### src/rtl/core/sparse_triplet_transpose_defines.svh
// ----------------------------------------------------------------------------
// Sparse triplet transpose assertion macros
// Shared property forms for the concurrent checks of the transpose block.
// ----------------------------------------------------------------------------
`ifndef SPARSE_TRIPLET_TRANSPOSE_DEFINES_SVH
`define SPARSE_TRIPLET_TRANSPOSE_DEFINES_SVH

// same-cycle implication, checked out of reset
`define STT_ASSERT_NOW(lbl, ante, cons, msg) \
  lbl: assert property (@(posedge clk) disable iff (!rst_n) (ante) |-> (cons)) \
    else $error(msg);

// next-cycle implication, checked out of reset
`define STT_ASSERT_NEXT(lbl, ante, cons, msg) \
  lbl: assert property (@(posedge clk) disable iff (!rst_n) (ante) |=> (cons)) \
    else $error(msg);

`endif

### src/rtl/core/stt_pkg.sv
// ----------------------------------------------------------------------------
// Sparse triplet transpose package
// Widths, defaults, register codes, queue item and control types.
// ----------------------------------------------------------------------------
package stt_pkg;

  localparam int IDX_W     = 8;
  localparam int DATA_W    = 32;
  localparam int CFG_W     = 9;
  localparam int PADDR_W   = 3;
  localparam int PDATA_W   = 32;
  localparam logic [CFG_W-1:0] CFG_RESET = 9'd256;

  localparam int DEF_MAX_NONZERO = 64;
  localparam int DEF_MAX_DIM     = 256;
  localparam int DEF_VALUE_WIDTH = 32;

  localparam int QUEUE_DEPTH = 4;

  typedef enum logic [0:0] {
    REG_NUM_ROWS = 1'b0,
    REG_NUM_COLS = 1'b1
  } cfg_reg_t;

  typedef struct packed {
    logic [IDX_W-1:0]  row_index;
    logic [IDX_W-1:0]  col_index;
    logic [DATA_W-1:0] value;
    logic              keep;
    logic              last;
  } stt_item_t;

  typedef struct packed {
    logic full;
    logic empty;
  } stt_qstat_t;

  typedef struct packed {
    logic clearing;
    logic emitting;
  } stt_bstat_t;

  typedef enum logic [3:0] {
    B_CLEAR,
    B_IDLE,
    B_COUNT,
    B_PREFIX,
    B_SC_RD,
    B_SC_COL,
    B_SC_WR,
    B_EM_RD,
    B_EM_LD,
    B_EM_WAIT
  } back_state_t;

endpackage

### src/rtl/core/stt_queue.sv
// ----------------------------------------------------------------------------
// Sparse triplet transpose queue
// Short FIFO between the front end and the transpose engine.
// ----------------------------------------------------------------------------
module stt_queue (
  input  logic                clk,
  input  logic                rst_n,
  input  logic                push_valid,
  input  stt_pkg::stt_item_t  push_data,
  output logic                pop_valid,
  input  logic                pop_ready,
  output stt_pkg::stt_item_t  pop_data,
  output stt_pkg::stt_qstat_t q_stat
);
  import stt_pkg::*;

  localparam int QA_W = $clog2(QUEUE_DEPTH);
  localparam int QL_W = $clog2(QUEUE_DEPTH + 1);

  stt_item_t        entry_r [QUEUE_DEPTH];
  logic [QA_W-1:0]  wr_ptr_r, wr_ptr_nxt;
  logic [QA_W-1:0]  rd_ptr_r, rd_ptr_nxt;
  logic [QL_W-1:0]  level_r, level_nxt;
  logic             do_push;
  logic             do_pop;

  assign q_stat.full  = (level_r == QL_W'(QUEUE_DEPTH));
  assign q_stat.empty = (level_r == '0);
  assign pop_valid    = !q_stat.empty;
  assign pop_data     = entry_r[rd_ptr_r];
  assign do_push      = push_valid && !q_stat.full;
  assign do_pop       = pop_ready && pop_valid;

  always_comb begin
    wr_ptr_nxt = do_push ? QA_W'(wr_ptr_r + 1'b1) : wr_ptr_r;
    rd_ptr_nxt = do_pop  ? QA_W'(rd_ptr_r + 1'b1) : rd_ptr_r;
    level_nxt  = level_r;
    if (do_push && !do_pop) begin
      level_nxt = QL_W'(level_r + 1'b1);
    end else if (do_pop && !do_push) begin
      level_nxt = QL_W'(level_r - 1'b1);
    end
  end

  always_ff @(posedge clk) begin
    if (!rst_n) begin
      wr_ptr_r <= '0;
      rd_ptr_r <= '0;
      level_r  <= '0;
    end else begin
      wr_ptr_r <= wr_ptr_nxt;
      rd_ptr_r <= rd_ptr_nxt;
      level_r  <= level_nxt;
    end
  end

  always_ff @(posedge clk) begin
    if (do_push) begin
      entry_r[wr_ptr_r] <= push_data;
    end
  end

endmodule

### config.mk
export PLATFORM = sky130hd
export DESIGN_NAME = stt_queue
export DESIGN_NICKNAME = d
export VERILOG_FILES = /design/src/rtl/core/sparse_triplet_transpose_defines.svh /design/src/rtl/core/stt_pkg.sv /design/src/rtl/core/stt_queue.sv
export SDC_FILE = /design/constraint.sdc
export NUM_CORES = 1
export LEC_CHECK = 0
export ABC_AREA = 0
export BUFFER_PORTS_ARGS = -buffer_cell sky130_fd_sc_hd__buf_2
export CAP_MARGIN = 20
export CELL_PAD_IN_SITES_DETAIL_PLACEMENT = 1
export CELL_PAD_IN_SITES_GLOBAL_PLACEMENT = 2
export CORE_ASPECT_RATIO = 1.4
export CORE_MARGIN = 2
export CORE_UTILIZATION = 48
export CTS_CLUSTER_DIAMETER = 150
export CTS_CLUSTER_SIZE = 24
export DETAILED_ROUTE_END_ITERATION = 6
export GPL_TIMING_DRIVEN = 0
export HOLD_SLACK_MARGIN = 0.1
export PLACE_DENSITY = 0.85
export SKIP_LAST_GASP = 1
export SYNTH_ARGS = -nofsm -noshare
export SYNTH_HDL_FRONTEND = slang
export SYNTH_SLANG_ARGS = --single-unit
### constraint.sdc
create_clock -name clk -period 6.5 [get_ports clk]
set_input_delay 0.325 -clock clk [delete_from_list [all_inputs] [get_ports clk]]
set_output_delay 0.325 -clock clk [all_outputs]
set_load 0.005 [all_outputs]
==> results.md <==
* Status: complete, no violations
* Row count at 55
* Hold depth at 3
* Critical Path RT at 6.86 ns
* Die W at 111.5 um
* Final wirelength at 15070 um
* PortBufs at 105
* Deepest clock path buffer count at 3
* CTS tree: done
* RD Place Congestion at 0.6723
* H-Tree Depth at 1
* Cell class contributing the biggest share of worst-path delay: adder cells
* Final worst-path cycle share at 0.3637
* Sequential-to-total area share from yosys stat at 0.7972
* Distinct cells, synth at 23
* CP max-delay cell: dfxtp_1
* Hold path start: rst_n
* Vias at between 3000 and 4000
* RSZ-0062 raised after global routing: no
* Hold Path Class: input pin to flip-flop
* GR met2 Demand/Resource at 0.3328
* Post-DR wirelength/cell at 21.94 um
* Clock latency on the worst-skew pair at ~0.46 ns
* TritonRoute pass-1 iters at 4
* CP endpoint kind: flip-flop
* DRT iter0 DRCs at 169
* Worst path max stage delay at 0.50 ns
* Slew Limit Fails at 0
* YS warnings at 0
* Post-Place Cells at just over 600
* Die height at 154.4 um
* EDFF count, synth at 200
* Worst R2R End: level_r[2]
* Period minus WS final at 2.364 ns
* Gr busiest metal: met2
* Core box area at 15970 um^2
* Leakage power at 3.221 nW
* DRC at 0
* Vias in the first global route at a little over 4000
* Post-route antenna net violation count at 0
* Power per Cell Area at 350.2 nW/um^2
* Final Hold Fails at 0
* Worst slew margin at 0.5718
* Fin cells at ~690
* Die ar. at approximately 17000 um^2
* Buf/Inv on CP at 2
* Clock slew at reported path FFs at 0.09 ns
* Endpoints failing setup at 0
* Inserted Diodes at 0
* Post-CTS resize count at 0
* Arrival time at the worst endpoint at 2.73 ns
* Commonest non-fill, non-tap cell in the layout: edfxtp_1
* Initial antenna violation count at 0
* Syn Inst Count at 311
* GR Util met1 at 0.2131
* Power Total at 3.316 mW
* Clock skew at 0.01261 ns
* Critical R2R Launch: level_r[0]
* Cell Area, Placed at roughly 8600 um^2
* #FFs+latches synth at 209
* Peak supply drop at between 0.2 and 0.3 mV
* Total clock sinks at 209
* Cell Area, Synth at 7760 um^2
* Critical path class: flip-flop to flip-flop
* Layout net count at 544
* Worst-Margin Slew at 0.6424 ns
* Post-synth net total at 371
* Avg Cell Area, Syn at between 20 and 25 um^2
* Starting Density at 0.4861
* Worst Reg-to-Reg Cells at 9
* Worst Path Max Fanout at 7
* Post-DP HPWL at 9484 um
* CP startpoint kind: flip-flop
* Gr usage total at 0.1776
* CTS root buffer: clkbuf_16
* R2R setup slack at about 4.1 ns
* Via density per instance at 5.396
* Max-cap viol count at 0
* Hold WS at 0.2819 ns
* Final Instance Area at 9469 um^2
* First-pass GRT wire length at 23270 um
* Worst-path cell chain: nor3b_2, nor2b_1, buf_2, ha_1, inv_1, fa_1, xor2_1, or3_1, a21boi_0
* Primary FF master, synth: edfxtp_1
* M3 GR Usage at 0.02351
* Final TNS setup at 0 ns
* Pin count of the biggest net entering global routing at 31
* Ys async rst share at 0
* Total grt overflow at 0
* Layout cells sized above 1 at 0.3914
* Num ports at 107
* Layout area overhead at 22.03%
* CTS Buf Count at 12
* Hold Crit Endpoint: wr_ptr_r[1]
* Most frequent cells in the layout: edfxtp_1 (200), buf_2 (111), mux4_2 (50), dlygate4sd3_1 (50), clkbuf_16 (13)
* Fmax at between 400 and 500 MHz
==> state kept, by name (all words and copies together) (netlist names), named ones only <==
register and count:
rd_ptr_r 2, entry_r 200, level_r 3, wr_ptr_r 2
==> worst min-delay path, delay by kind of cell <==
kind,cells,cell delay [ns]
simple gates,1,0.12
buf+inv,1,0.19
mux,1,0.06
==> synthesized netlist by cell type (2+ instances only) <==
cell | number | area [um^2]
inv_1 | 4 | 15.01
edfxtp_1 | 200 | 6006
buf_2 | 6 | 30.03
xnor2_1 | 3 | 26.28
nand2_1 | 4 | 15.01
mux2i_1 | 3 | 30.03
buf_12 | 5 | 100.1
or3_1 | 2 | 12.51
and2_1 | 8 | 50.05
nor2b_1 | 2 | 12.51
dfxtp_1 | 9 | 180.2
mux4_2 | 50 | 1126
ha_1 | 5 | 62.56
==> layout make-up <==
type,count,area [um^2]
Buffer,14,148.9
Clock buffer,17,340.3
Clock inverter,1,8.758
Fill cell,1368,6496
Inverter,4,15.01
Multi-Input combinational cell,84,1415
Sequential cell,209,6186
Tap cell,199,249.0
Timing Repair Buffer,159,1106
==> report_power, final <==
group,switching (mW),leakage [nW],internal (mW)
Sequential,0.0480,1.91,1.63
Combinational,0.395,1.14,0.479
Clock,0.391,0.169,0.370
Total,0.834,3.22,2.48
==> per-stage QoR <==
stage,utilization,worst slack (ns)
6_report,0.5931,4.136
5_1_grt,0.5931,4.028
4_1_cts,0.5925,4.162
3_5_place_dp,0.5399,4.194
3_3_place_gp,0.5346,3.085
2_1_floorplan,-,4.078
==> per-layer routing <==
metal / wire, um / share of wire
met1: 5843 / 0.39
met5: 0 / 0
met4: 339 / 0.022
met3: 516 / 0.034
met2: 8371 / 0.56
==> how the worst max path moves through the flow <==
stage,from,end,slack (ns),depth (start not counted)
final,level_r[0],level_r[2],4.14,9
after global routing,level_r[1],level_r[2],4.03,9
after CTS,level_r[0],level_r[2],4.16,9
after detailed placement,level_r[0],level_r[2],4.19,9
after global placement,level_r[0],entry_r[0][28],3.09,4
after floorplan,level_r[0],entry_r[0][0],4.08,4
==> what timing repair did <==
| action | in CTS | in global routing |
|---|---|---|
| hold buffers | 49 | 1 |
| buffers inserted | 0 | 0 |
| hold endpoints to repair | 196 | 2 |
==> kinds of logic after synthesis <==
| group | count (synthesis) | synth area share |
|---|---|---|
| buffers and inverters | 18 | 0.02112 |
| AO/OA/AOI/OAI | 4 | 0.004353 |
| adder cells (fa/ha/maj) | 6 | 0.01064 |
| multiplexers | 53 | 0.1490 |
| AND/OR/NAND/NOR | 17 | 0.01322 |
| flip-flops | 209 | 0.7972 |
| XOR/XNOR | 4 | 0.004515 |
Note: power is estimated with default switching activity, not from simulation.
