$ cat src/rtl/core/sparse_triplet_transpose_defines.svh
// ----------------------------------------------------------------------------
// Sparse triplet transpose assertion macros
// Shared property forms for the concurrent checks of the transpose block.
// ----------------------------------------------------------------------------
`ifndef SPARSE_TRIPLET_TRANSPOSE_DEFINES_SVH
`define SPARSE_TRIPLET_TRANSPOSE_DEFINES_SVH

// same-cycle implication, checked out of reset
`define STT_ASSERT_NOW(lbl, ante, cons, msg) \
  lbl: assert property (@(posedge clk) disable iff (!rst_n) (ante) |-> (cons)) \
    else $error(msg);

// next-cycle implication, checked out of reset
`define STT_ASSERT_NEXT(lbl, ante, cons, msg) \
  lbl: assert property (@(posedge clk) disable iff (!rst_n) (ante) |=> (cons)) \
    else $error(msg);

`endif

$ cat src/rtl/core/stt_pkg.sv
// ----------------------------------------------------------------------------
// Sparse triplet transpose package
// Widths, defaults, register codes, queue item and control types.
// ----------------------------------------------------------------------------
package stt_pkg;

  localparam int IDX_W     = 8;
  localparam int DATA_W    = 32;
  localparam int CFG_W     = 9;
  localparam int PADDR_W   = 3;
  localparam int PDATA_W   = 32;
  localparam logic [CFG_W-1:0] CFG_RESET = 9'd256;

  localparam int DEF_MAX_NONZERO = 64;
  localparam int DEF_MAX_DIM     = 256;
  localparam int DEF_VALUE_WIDTH = 32;

  localparam int QUEUE_DEPTH = 4;

  typedef enum logic [0:0] {
    REG_NUM_ROWS = 1'b0,
    REG_NUM_COLS = 1'b1
  } cfg_reg_t;

  typedef struct packed {
    logic [IDX_W-1:0]  row_index;
    logic [IDX_W-1:0]  col_index;
    logic [DATA_W-1:0] value;
    logic              keep;
    logic              last;
  } stt_item_t;

  typedef struct packed {
    logic full;
    logic empty;
  } stt_qstat_t;

  typedef struct packed {
    logic clearing;
    logic emitting;
  } stt_bstat_t;

  typedef enum logic [3:0] {
    B_CLEAR,
    B_IDLE,
    B_COUNT,
    B_PREFIX,
    B_SC_RD,
    B_SC_COL,
    B_SC_WR,
    B_EM_RD,
    B_EM_LD,
    B_EM_WAIT
  } back_state_t;

endpackage

$ cat src/rtl/core/stt_if.sv
// ----------------------------------------------------------------------------
// Sparse triplet transpose channels
// Valid/ready channels for source triplets and transposed triplets.
// ----------------------------------------------------------------------------
interface stt_in_if;
  import stt_pkg::*;

  logic                     valid;
  logic                     ready;
  logic        [IDX_W-1:0]  row_index;
  logic        [IDX_W-1:0]  col_index;
  logic signed [DATA_W-1:0] value;
  logic                     last;

  modport source (output valid, row_index, col_index, value, last, input ready);
  modport sink   (input valid, row_index, col_index, value, last, output ready);
endinterface


$ cat src/rtl/core/stt_front.sv
// ----------------------------------------------------------------------------
// Sparse triplet transpose front end
// Holds the dimension registers, takes source triplets and marks the ones
// whose indices fall inside the matrix before queuing them.
// ----------------------------------------------------------------------------
module stt_front #(
  parameter int MAX_DIM = stt_pkg::DEF_MAX_DIM
) (
  input  logic                         clk,
  input  logic                         rst_n,
  stt_in_if.sink                       in_port,
  input  logic                         psel,
  input  logic                         penable,
  input  logic                         pwrite,
  input  logic [stt_pkg::PADDR_W-1:0]  paddr,
  input  logic [stt_pkg::PDATA_W-1:0]  pwdata,
  output logic [stt_pkg::PDATA_W-1:0]  prdata,
  output logic                         pready,
  input  stt_pkg::stt_qstat_t          q_stat,
  input  stt_pkg::stt_bstat_t          b_stat,
  output logic                         push_valid,
  output stt_pkg::stt_item_t           push_data
);
  import stt_pkg::*;

  logic [CFG_W-1:0] num_rows_r, num_rows_nxt;
  logic [CFG_W-1:0] num_cols_r, num_cols_nxt;
  cfg_reg_t         reg_sel;
  logic             cfg_wr;
  logic             in_range;

  assign pready  = 1'b1;
  assign reg_sel = cfg_reg_t'(paddr[PADDR_W-1]);
  assign cfg_wr  = psel && penable && pwrite && pready;

  always_comb begin
    num_rows_nxt = num_rows_r;
    num_cols_nxt = num_cols_r;
    prdata       = '0;
    unique case (reg_sel)
      REG_NUM_ROWS: begin
        prdata = PDATA_W'(num_rows_r);
        if (cfg_wr) begin
          num_rows_nxt = pwdata[CFG_W-1:0];
        end
      end
      REG_NUM_COLS: begin
        prdata = PDATA_W'(num_cols_r);
        if (cfg_wr) begin
          num_cols_nxt = pwdata[CFG_W-1:0];
        end
      end
      default: prdata = '0;
    endcase
  end

  always_ff @(posedge clk) begin
    if (!rst_n) begin
      num_rows_r <= CFG_RESET;
      num_cols_r <= CFG_RESET;
    end else begin
      num_rows_r <= num_rows_nxt;
      num_cols_r <= num_cols_nxt;
    end
  end

  // mark for dropping the triplets outside the active matrix or outside the column table
  assign in_range = (CFG_W'(in_port.row_index) < num_rows_r) &&
                    (CFG_W'(in_port.col_index) < num_cols_r) &&
                    (32'(in_port.row_index) < MAX_DIM) &&
                    (32'(in_port.col_index) < MAX_DIM);

  assign in_port.ready = !q_stat.full && !b_stat.clearing;
  assign push_valid    = in_port.valid && in_port.ready;

  always_comb begin
    push_data.row_index = in_port.row_index;
    push_data.col_index = in_port.col_index;
    push_data.value     = in_port.value;
    push_data.keep      = in_range;
    push_data.last      = in_port.last;
  end

endmodule

$ cat src/flat_wrapper.sv
// flat-port wrapper written by rule: the top's interface ports become plain ports
module stt_front_flat import stt_pkg::*;
#(
  parameter int MAX_DIM = stt_pkg::DEF_MAX_DIM
)
  (clk, rst_n, psel, penable, pwrite, paddr, pwdata, prdata, pready, q_stat, b_stat, push_valid, push_data, in_port_valid, in_port_row_index, in_port_col_index, in_port_value, in_port_last, in_port_ready);
  stt_in_if in_port_i ();
  input  logic clk;
  input  logic rst_n;
  input  logic psel;
  input  logic penable;
  input  logic pwrite;
  input  logic [stt_pkg::PADDR_W-1:0] paddr;
  input  logic [stt_pkg::PDATA_W-1:0] pwdata;
  output logic [stt_pkg::PDATA_W-1:0] prdata;
  output logic pready;
  input  stt_pkg::stt_qstat_t q_stat;
  input  stt_pkg::stt_bstat_t b_stat;
  output logic push_valid;
  output stt_pkg::stt_item_t push_data;
  input wire logic [$bits(in_port_i.valid)-1:0] in_port_valid;
  input wire logic [$bits(in_port_i.row_index)-1:0] in_port_row_index;
  input wire logic [$bits(in_port_i.col_index)-1:0] in_port_col_index;
  input wire logic [$bits(in_port_i.value)-1:0] in_port_value;
  input wire logic [$bits(in_port_i.last)-1:0] in_port_last;
  output wire logic [$bits(in_port_i.ready)-1:0] in_port_ready;
  assign in_port_i.valid = in_port_valid;
  assign in_port_i.row_index = in_port_row_index;
  assign in_port_i.col_index = in_port_col_index;
  assign in_port_i.value = in_port_value;
  assign in_port_i.last = in_port_last;
  assign in_port_ready = in_port_i.ready;
  stt_front #(.MAX_DIM(MAX_DIM)) u_core (.clk(clk), .rst_n(rst_n), .in_port(in_port_i), .psel(psel), .penable(penable), .pwrite(pwrite), .paddr(paddr), .pwdata(pwdata), .prdata(prdata), .pready(pready), .q_stat(q_stat), .b_stat(b_stat), .push_valid(push_valid), .push_data(push_data));
endmodule
$ cat config.mk
export PLATFORM = sky130hd
export DESIGN_NAME = stt_front_flat
export DESIGN_NICKNAME = d
export VERILOG_FILES = /design/src/rtl/core/sparse_triplet_transpose_defines.svh /design/src/rtl/core/stt_pkg.sv /design/src/rtl/core/stt_if.sv /design/src/rtl/core/stt_front.sv /design/src/flat_wrapper.sv
export SDC_FILE = /design/constraint.sdc
export NUM_CORES = 1
export LEC_CHECK = 0
export BUFFER_PORTS_ARGS = -buffer_cell sky130_fd_sc_hd__buf_4
export CAP_MARGIN = 20
export CORE_MARGIN = 2
export CORE_UTILIZATION = 36
export CTS_CLUSTER_DIAMETER = 120
export DETAILED_ROUTE_END_ITERATION = 8
export PLACE_DENSITY_LB_ADDON = 0.15
export SLEW_MARGIN = 20
export SYNTH_ARGS = -nofsm -noshare
export SYNTH_HDL_FRONTEND = slang
export SYNTH_SLANG_ARGS = --single-unit
$ cat constraint.sdc
create_clock -name clk -period 2.02 [get_ports clk]
set_input_delay 0.404 -clock clk [delete_from_list [all_inputs] [get_ports clk]]
set_output_delay 0.404 -clock clk [all_outputs]
set_load 0.01 [all_outputs]
==> run metrics, run 1 <==
row cnt=25; reg2reg setup slack=between 1000 and 1500 ps; DRC Markers=0; number of H-tree levels=1; Critical Path Start Type=flip-flop; Gate Count Post-Synth=227; Setup CP Type=flip-flop to primary output; ANT cells=0; vias per cell=4.17; final worst-path cycle share=between 90% and 100%; Final Wtd Congestion=0.701; Core Area=4720 um^2; share of cells above drive strength 1=41.1%; met1 usage=15.4%; Clock Latency Late Sink=about 250 ps; largest fanout on the critical path=2; TritonCTS buffer count=3; Fin Clk Skew=0 ps; CTS tree=done; critical path startpoint=u_core.num_cols_r[3]; DR WL/cell=around 11 um; dominant cell type by area after synthesis=buf_4; pwr dens=453 nW/um^2; Combinational Power Share=26.2%; reg2reg path depth=3; Antenna Violating Nets Remaining=0; RSZ-0062 raised after global routing=yes; Synth top area share=31.6%; 1st-pass router iterations=4; P_sw=around 0.24 mW; Synth-to-Final Area Change=12.3%; top-count cell post-synth=buf_4; Synth Flop Type=dfxtp_1; full die area=5450 um^2; first-pass GRT wire length=5420 um; routed vias=1284; Hold Path Class=input pin to flip-flop; Die H=73.8 um; Synth Register Bits=18; async set or reset register ratio after synthesis=0%; Worst EP required=1620 ps; Fin. Hold Viols=0; Root Buffer=clkbuf_8; Post-synth EDFFs=0; met2 GRT Util=around 22%; ranking of synthesized cells by area=buf_4, dfxtp_1, ha_1; Sw Ratio=between 20% and 30%; GR Util All Layers=12.9%; most frequent cells after synthesis=buf_4, nand2_1, dfxtp_1; total power=0.892 mW; total clock sinks=18; DRT Wirelength=~3500 um; total number of yosys warnings=0; DR iter-0 viols=27; initial core utilization=37.2%; leakage=between 0.8 and 0.9 nW; Worst setup endpoint=push_data[1]; Setup crit end kind=primary output; GRT overflow=0; met3 Usage GRT=roughly 2.9%; fin crit period=2010 ps; largest net degree at the start of global routing=20; Max Slew Vio Count=0; GRT Max-Usage Layer=met2; vias in the first global route=1227; Post-layout nets=350; # port buffers=61; Clock Power Share=32.4%; VDD IR max=185 uV; hold_buf cts=0; syn avg cell area=7.73 um^2; mapped cell area=1760 um^2; status=finished, final reports clean; Critical Path AT=1610 ps; Max Clk Rate=between 400 and 500 MHz; Finish-stage setup viols=0; register area share after synthesis=about 21%; r2r endpoint=u_core.num_cols_r[4]; internal power=0.654 mW; part of the power in registers=roughly 41%; Max clock buf depth=2; Synth cell types=32; IO Pins=between 150 and 200; fin util=41.7%; initial antenna violation count=0; Worst-path clk slew=roughly 70 ps; DIE WIDTH=73.8 um; HPWL after detailed placement=2840 um; FF-to-FF Start=u_core.num_cols_r[4]; Max-cap violations=0
==> worst min path at each step <==
stage | start | end | depth (start not counted)
2_1_floorplan | u_core.num_rows_r[1] | u_core.num_rows_r[1] | 2
3_3_place_gp | u_core.num_rows_r[1] | u_core.num_rows_r[1] | 2
3_5_place_dp | u_core.num_rows_r[3] | u_core.num_rows_r[3] | 2
4_1_cts | pwdata[8] | u_core.num_rows_r[8] | 3
5_1_grt | pwdata[8] | u_core.num_rows_r[8] | 3
6_report | pwdata[8] | u_core.num_rows_r[8] | 3
==> power groups by stage <==
stage,registers [mW],clock network [mW],logic [mW]
final,0.369,0.289,0.234
after global routing,0.370,0.320,0.263
after CTS,0.369,0.298,0.236
after detailed placement,0.377,0,0.220
after global placement,0.377,0,0.218
after floorplan,0.375,0,0.234
==> registers in the layout (all words and copies together) (netlist names) <==
signal / cells
u_core.num_cols_r: 9
u_core.num_rows_r: 9
==> layout by cell type (no fill, tap or decap), drive strengths merged <==
cell and instances:
a31oi 1, a21o 1, nand2b 2, mux2 2, nand4 1, o21ai 11, conb 24, nand4b 1
inv 16, and2 1, nand2 44, nand3 5, dfxtp 18, a21boi 16, a211o 1, a211oi 1
clkbuf 4, ha 14, buf 66, nor3b 1, a21oi 7, nor2 3, and4b 1
==> layer usage <==
layer,wire [um],up-vias
met5,0,-
met4,41,0
met3,254,10
met2,1650,62
met1,1530,551
li1,-,661
==> stage by stage <==
step	cell area [um^2]	setup TNS [ps]	std cells	worst slack, ps	hold slack (ps)
global placement	1800	-12.5	300	-12.5	443
CTS	1960	-3.26	308	-3.26	376
finish	1970	0	308	9.43	377
detailed placement	1800	-40.0	300	-40.0	448
global route	1970	-67.7	308	-67.7	383
floorplan	1840	0	249	174	435
==> critical path: stages, from the launching register on <==
cell and delay [ps]:
dfxtp_2 320, inv_1 50, ha_2 250, o21ai_1 120
a21oi_1 80, a211o_1 290, a21oi_2 110, buf_4 130
==> area by class of cell <==
class | instances | area (um^2)
Multi-Input combinational cell | 137 | 903
Fill cell | 508 | 2750
Tap cell | 67 | 83.8
Sequential cell | 18 | 370
Inverter | 16 | 62.6
Clock buffer | 4 | 55.1
Timing Repair Buffer | 66 | 495
==> cells by family (layout without fill, tap and decap cells) <==
logic type | Yosys count | count (layout) | share of synthesized area, %
and+or+nand+nor | 59 | 59 | 16.6
AOI/OAI and AO/OA | 38 | 38 | 14.2
muxes | 2 | 2 | 1.28
other | 2 | 24 | 0.428
adders and majority gates | 14 | 14 | 9.98
DFF | 18 | 18 | 20.5
buffers and inverters | 94 | 86 | 37.0
==> timing repair <==
item | 4_1_cts | 5_1_grt
endpoints found under the setup margin | 1 | 1
pin swaps | 3 | 0
cloned | 0 | 0
gates resized for setup | 19 | 2
buffers inserted | 4 | 0
Note: power is estimated with default switching activity, not from simulation.
==> inputs of run 2 (changes only) <==
- CORE_UTILIZATION: 36 -> 33
- clock period: 2.02 -> 1.7 ns (I/O delays scaled with it)
==> run 2 against run 1 <==
Net effect:
- the flow now finishes with violations (setup timing)
- worst hold slack worse by 80 ps
- die area grew 8.6%
- via count increased by 2.1%
- count of clock-buffer cells in the layout stayed put
- critical endpoint unchanged
- highest routed layer unchanged
==> run metrics, run 2 (same netlist as run 1, synthesis figures left out) <==
most common cell after layout, fill and taps aside=buf_4; initial antenna violation count=0 (unchanged); hold depth=3 (unchanged); largest net degree at the start of global routing=20 (unchanged); met2 GRT Util=19.0% (-3.0 points); final worst-path cycle share=114%; Worst-path clk slew=70 ps (about the same); DR WL/cell=11.5 um (+1.7%); share of cells above drive strength 1=45.7% (+4.6 points); initial core utilization=34.4% (-2.8 points); Non-Filler Instances=315 (+2.3%); met1 usage=14.7% (-0.71 points); commonest cells after routing, fill and taps aside=buf_4, nand2_1, conb_1; reg2reg path depth=3 (unchanged); met3 Usage GRT=4.12% (+1.2 points); Final Wtd Congestion=0.722 (+2.9%); GR Util All Layers=12.1% (-0.77 points); 1st-pass router iterations=4 (unchanged); Setup CP Type=flip-flop to primary output; Synth-to-Final Area Change=16.3%; Clock Latency Late Sink=260 ps (about the same); Max stage delay cell, worst path=dfxtp_2; Worst path max stage delay=330 ps (about the same); DRT Wirelength=3610 um (+4.0%); DR iter-0 viols=23 (-15%); Max clock buf depth=2 (unchanged); RSZ-0062 raised after global routing=yes; Critical Path Start Type=flip-flop; Placed Area=1880 um^2 (+4.2%); leakage=0.896 nW (+2.9%); status=finished with violations; GRT overflow=0 (unchanged); Setup crit end kind=primary output; pwr dens=533 nW/um^2 (+18%); number of cells on the critical path=7 (unchanged); Max Slew Vio Count=0 (unchanged); Crit path max-delay family=compound AO/OA/AOI/OAI gates; TritonCTS buffer count=3 (unchanged); buffers and inverters on the worst path=2 (unchanged); top flop regs=u_core.num_cols_r (9), u_core.num_rows_r (9); Root Buffer=clkbuf_8; VDD IR max=252 uV (+36%); IO Pins=179 (unchanged); Antenna Violating Nets Remaining=0 (unchanged); GRT Max-Usage Layer=met2; Post-layout nets=354 (+1.1%); row cnt=26 (+4.0%); DIE WIDTH=76.9 um (+4.2%); routed vias=1311 (+2.1%); hold_buf cts=0 (unchanged); total power=1.09 mW (+22%); number of H-tree levels=1 (unchanged); total clock sinks=18 (unchanged); final worst slack=-237 ps (-246 ps); Die H=76.9 um (+4.2%); Fin. Hold Viols=0 (unchanged); HPWL after detailed placement=2950 um (+3.6%); Fin Clk Skew=0 ps (unchanged); Max Clk Rate=516 MHz; Critical Path AT=1600 ps (about the same); Core Area=5110 um^2 (+8.1%); vias per cell=4.16 (-0.17%); Hold Path Class=input pin to flip-flop; # port buffers=61 (unchanged); vias in the first global route=1251 (+2.0%); placed insts=311 (+3.7%); fin area=2040 um^2 (+3.6%); largest fanout on the critical path=2 (unchanged); Worst EP required=1360 ps (-260 ps); DRC Markers=0 (unchanged); CP Cell Sequence=inv_2, ha_4, a211oi_2, o21ai_1, a211o_1, a21oi_2, buf_4; ANT cells=0 (unchanged); Finish-stage setup viols=1 (+1); CTS tree=done; full die area=5920 um^2 (+8.6%); failing checks=setup timing; Max-cap violations=0 (unchanged); worst slack at placement=-209 ps (-169 ps); fin crit period=approximately 1900 ps; first-pass GRT wire length=5690 um (+5.0%)
[run 2: changes by cell type in the layout (fill, tap and decap cells not counted), sizes merged]
cell / before / now
buf: 66 / 70
[run 2: repair_timing]
action,CTS,global route
cloned,0,0
pin swaps,7,4
buffers inserted,0,0
gates resized for setup,19,11
endpoints found under the setup margin,1,1
[run 2: report_power, final]
group / switching, mW / internal (mW)
Clock: 0.150 / 0.206
Sequential: 0.00607 / 0.432
Combinational: 0.146 / 0.149
[run 2: path summary, 6_finish.rpt]
check,startpoint,to,slack (ps)
hold reg to reg,u_core.num_rows_r[1],u_core.num_rows_r[1],450
setup / recovery,u_core.num_cols_r[4],push_data[1],-240
hold / removal,pwdata[8],u_core.num_rows_r[8],300
setup reg to reg,u_core.num_cols_r[1],u_core.num_cols_r[1],990
[run 2: area by class of cell]
class,instances,area [um^2]
Inverter,16,62.6
Sequential cell,18,370
Tap cell,70,87.6
Fill cell,539,3070
Clock buffer,4,55.1
Timing Repair Buffer,70,526
Multi-Input combinational cell,137,941
[run 2: layer usage]
layer | vias up | wire [um]
met1 | 564 | 1600
met5 | - | 0
met4 | 0 | 74
met2 | 67 | 1600
li1 | 670 | -
met3 | 10 | 339
[run 2: metrics by stage]
step | utilization, % | setup TNS, ps | hold slack, ps
2_1_floorplan | - | 0 | 435
3_3_place_gp | 36.7 | -196 | 445
3_5_place_dp | 36.7 | -209 | 445
4_1_cts | 39.3 | -287 | 293
5_1_grt | 40.0 | -321 | 309
6_report | 40.0 | -237 | 297
[run 2: tightest hold or removal path: stages]
cell     delay [ps]
buf_4            80
nand2_1          40
nand3_1          60
==> inputs of run 3 (changes only) <==
- CORE_UTILIZATION: 33 -> 30
==> run 3 against run 2 <==
Net effect:
- the flow still finishes with violations (setup timing)
- non-clock buffer count fell by 1
- via count increased by 0.31%
- clock power is 2% higher
- register-to-register slack barely moved
- critical endpoint unchanged
- highest routed layer unchanged
==> run metrics, run 3 (same netlist as run 1, synthesis figures left out) <==
FF-to-FF Start=u_core.num_cols_r[3]; HPWL after detailed placement=2950 um (about the same); IO Pins=179 (unchanged); vias in the first global route=1192 (-4.7%); r2r endpoint=u_core.num_cols_r[3]; row cnt=27 (+3.8%); initial antenna violation count=0 (unchanged); fin crit period=1950 ps (+12.3 ps); DR WL/cell=11.8 um (+2.8%); Die H=80.5 um (+4.6%); Worst EP required=1360 ps (about the same); Setup CP Type=flip-flop to primary output; Core Area=5570 um^2 (+9.1%); reg2reg setup slack=990 ps (about the same); GRT overflow=0 (unchanged); DR iter-0 viols=33 (+43%); largest fanout on the critical path=2 (unchanged); P_sw=0.308 mW (+1.9%); Hold Path End=u_core.num_rows_r[8]; top flop regs=u_core.num_cols_r (9), u_core.num_rows_r (9); Fin. Hold Viols=0 (unchanged); ANT cells=0 (unchanged); hold slack final=298 ps (+0.899 ps); leakage=0.890 nW (-0.62%); full die area=6480 um^2 (+9.5%); setup_tns=-249 ps (-12.3 ps); vias per cell=4.16 (about the same); largest net degree at the start of global routing=20 (unchanged); failing checks=setup timing; Post-layout nets=353 (-0.28%); Sw Ratio=28.2% (+0.46 points); Antenna Violating Nets Remaining=0 (unchanged); first-pass GRT wire length=5570 um (-2.2%); internal power=0.784 mW (-0.42%); routed vias=1315 (+0.31%); share of cells above drive strength 1=43.4% (-2.3 points); RSZ-0062 raised after global routing=yes; final worst-path cycle share=115% (+0.72 points); Hold Path Class=input pin to flip-flop; Max-cap violations=0 (unchanged); buffers and inverters on the worst path=2 (unchanged); DRC Markers=0 (unchanged); Synth-to-Final Area Change=14.5%; Fin Clk Skew=0 ps (unchanged); status=finished with violations; 1st-pass router iterations=4 (unchanged); worst slack at placement=-200 ps (+8.54 ps); Finish-stage setup viols=1 (unchanged); Post CTS Setup Buffer Count=0 (unchanged); initial core utilization=31.5% (-2.9 points); commonest cells after routing, fill and taps aside=buf_4, nand2_1, conb_1; Worst path max stage delay=330 ps (about the same); Crit path max-delay family=compound AO/OA/AOI/OAI gates; DRT Wirelength=3730 um (+3.1%); pwr dens=543 nW/um^2 (+1.8%); fin area=2010 um^2 (-1.6%); Clock Latency Late Sink=260 ps (about the same); worst hold start=pwdata[8]; Clock Power Share=33.3% (+0.6 points); VDD IR max=246 uV (-2.7%); Setup crit end kind=primary output; most common cell after layout, fill and taps aside=buf_4; Max Clk Rate=513 MHz (-0.63%); TritonCTS buffer count=3 (unchanged); hold depth=3 (unchanged); Root Buffer=clkbuf_8; total clock sinks=18 (unchanged); Max clock buf depth=2 (unchanged); DIE WIDTH=80.5 um (+4.6%); Final Wtd Congestion=0.688 (-4.7%); Placed Area=1870 um^2 (-0.27%); CTS tree=done; Critical Path AT=1610 ps (about the same); Max Slew Vio Count=0 (unchanged); final worst slack=-249 ps (-12.3 ps); Combinational Power Share=26.5% (-0.6 points); part of the power in registers=40.1% (about the same); total power=1.09 mW (+0.22%); number of H-tree levels=1 (unchanged); Critical Path Start Type=flip-flop; Max stage delay cell, worst path=dfxtp_2; GR Util All Layers=11.3% (-0.80 points); reg2reg path depth=3 (unchanged); CP Cell Sequence=inv_1, ha_1, nand4b_1, a21oi_1, a211o_1, a21oi_2, buf_4; Worst-path clk slew=70 ps (about the same); # port buffers=61 (unchanged)
## run 3: worst max path at each step
stage / startpoint / to / cells past startpoint
floorplan: u_core.num_cols_r[4] / push_data[1] / 7
global placement: in_port_row_index[2] / push_data[1] / 7
detailed placement: in_port_row_index[2] / push_data[1] / 7
CTS: u_core.num_cols_r[4] / push_data[1] / 7
global route: u_core.num_cols_r[1] / push_data[1] / 7
finish: u_core.num_cols_r[6] / push_data[1] / 7
## run 3: routing by layer
layer | global-route usage (%) | up-vias | wire length (um)
met3 | 2.25 | 16 | 274
met2 | 17.1 | 64 | 1690
met5 | 0 | - | 0
met4 | 6.44 | 0 | 78
li1 | - | 670 | -
met1 | 14.9 | 565 | 1690
## run 3: metrics by stage
| step | util (%) | instances |
|---|---|---|
| 6_report | 36.0 | 316 |
| 5_1_grt | 36.0 | 316 |
| 4_1_cts | 35.4 | 316 |
| 3_5_place_dp | 33.6 | 312 |
| 3_3_place_gp | 33.6 | 312 |
| 2_1_floorplan | - | 249 |
## run 3: repair_timing
action | CTS | global route
gates cloned | 0 | 0
endpoints found under the hold margin | 0 | 0
gates resized for setup | 14 | 11
setup endpoints to repair | 1 | 1
pin swaps | 5 | 7
hold buffers | 0 | 0
## run 3: worst min-delay path, stage by stage
cell and delay, ps:
buf_4 80, nand2_1 40, nand3_1 60
## run 3: area by class of cell
| cell class | instances | area, um^2 |
|---|---|---|
| fillers | 607 | 3560 |
| multi-input cells | 137 | 912 |
| repair buffers | 69 | 518 |
| flip-flops and latches | 18 | 372 |
| well taps | 72 | 90.1 |
| inverters | 16 | 62.6 |
| clock buffers | 4 | 55.1 |
## run 3: power by group through the flow
| stage | registers (mW) | logic (mW) | clock network (mW) |
|---|---|---|---|
| final | 0.438 | 0.290 | 0.364 |
| after global routing | 0.439 | 0.324 | 0.394 |
| after global placement | 0.447 | 0.269 | 0 |
| after floorplan | 0.445 | 0.280 | 0 |
| after CTS | 0.437 | 0.279 | 0.369 |
| after detailed placement | 0.447 | 0.270 | 0 |
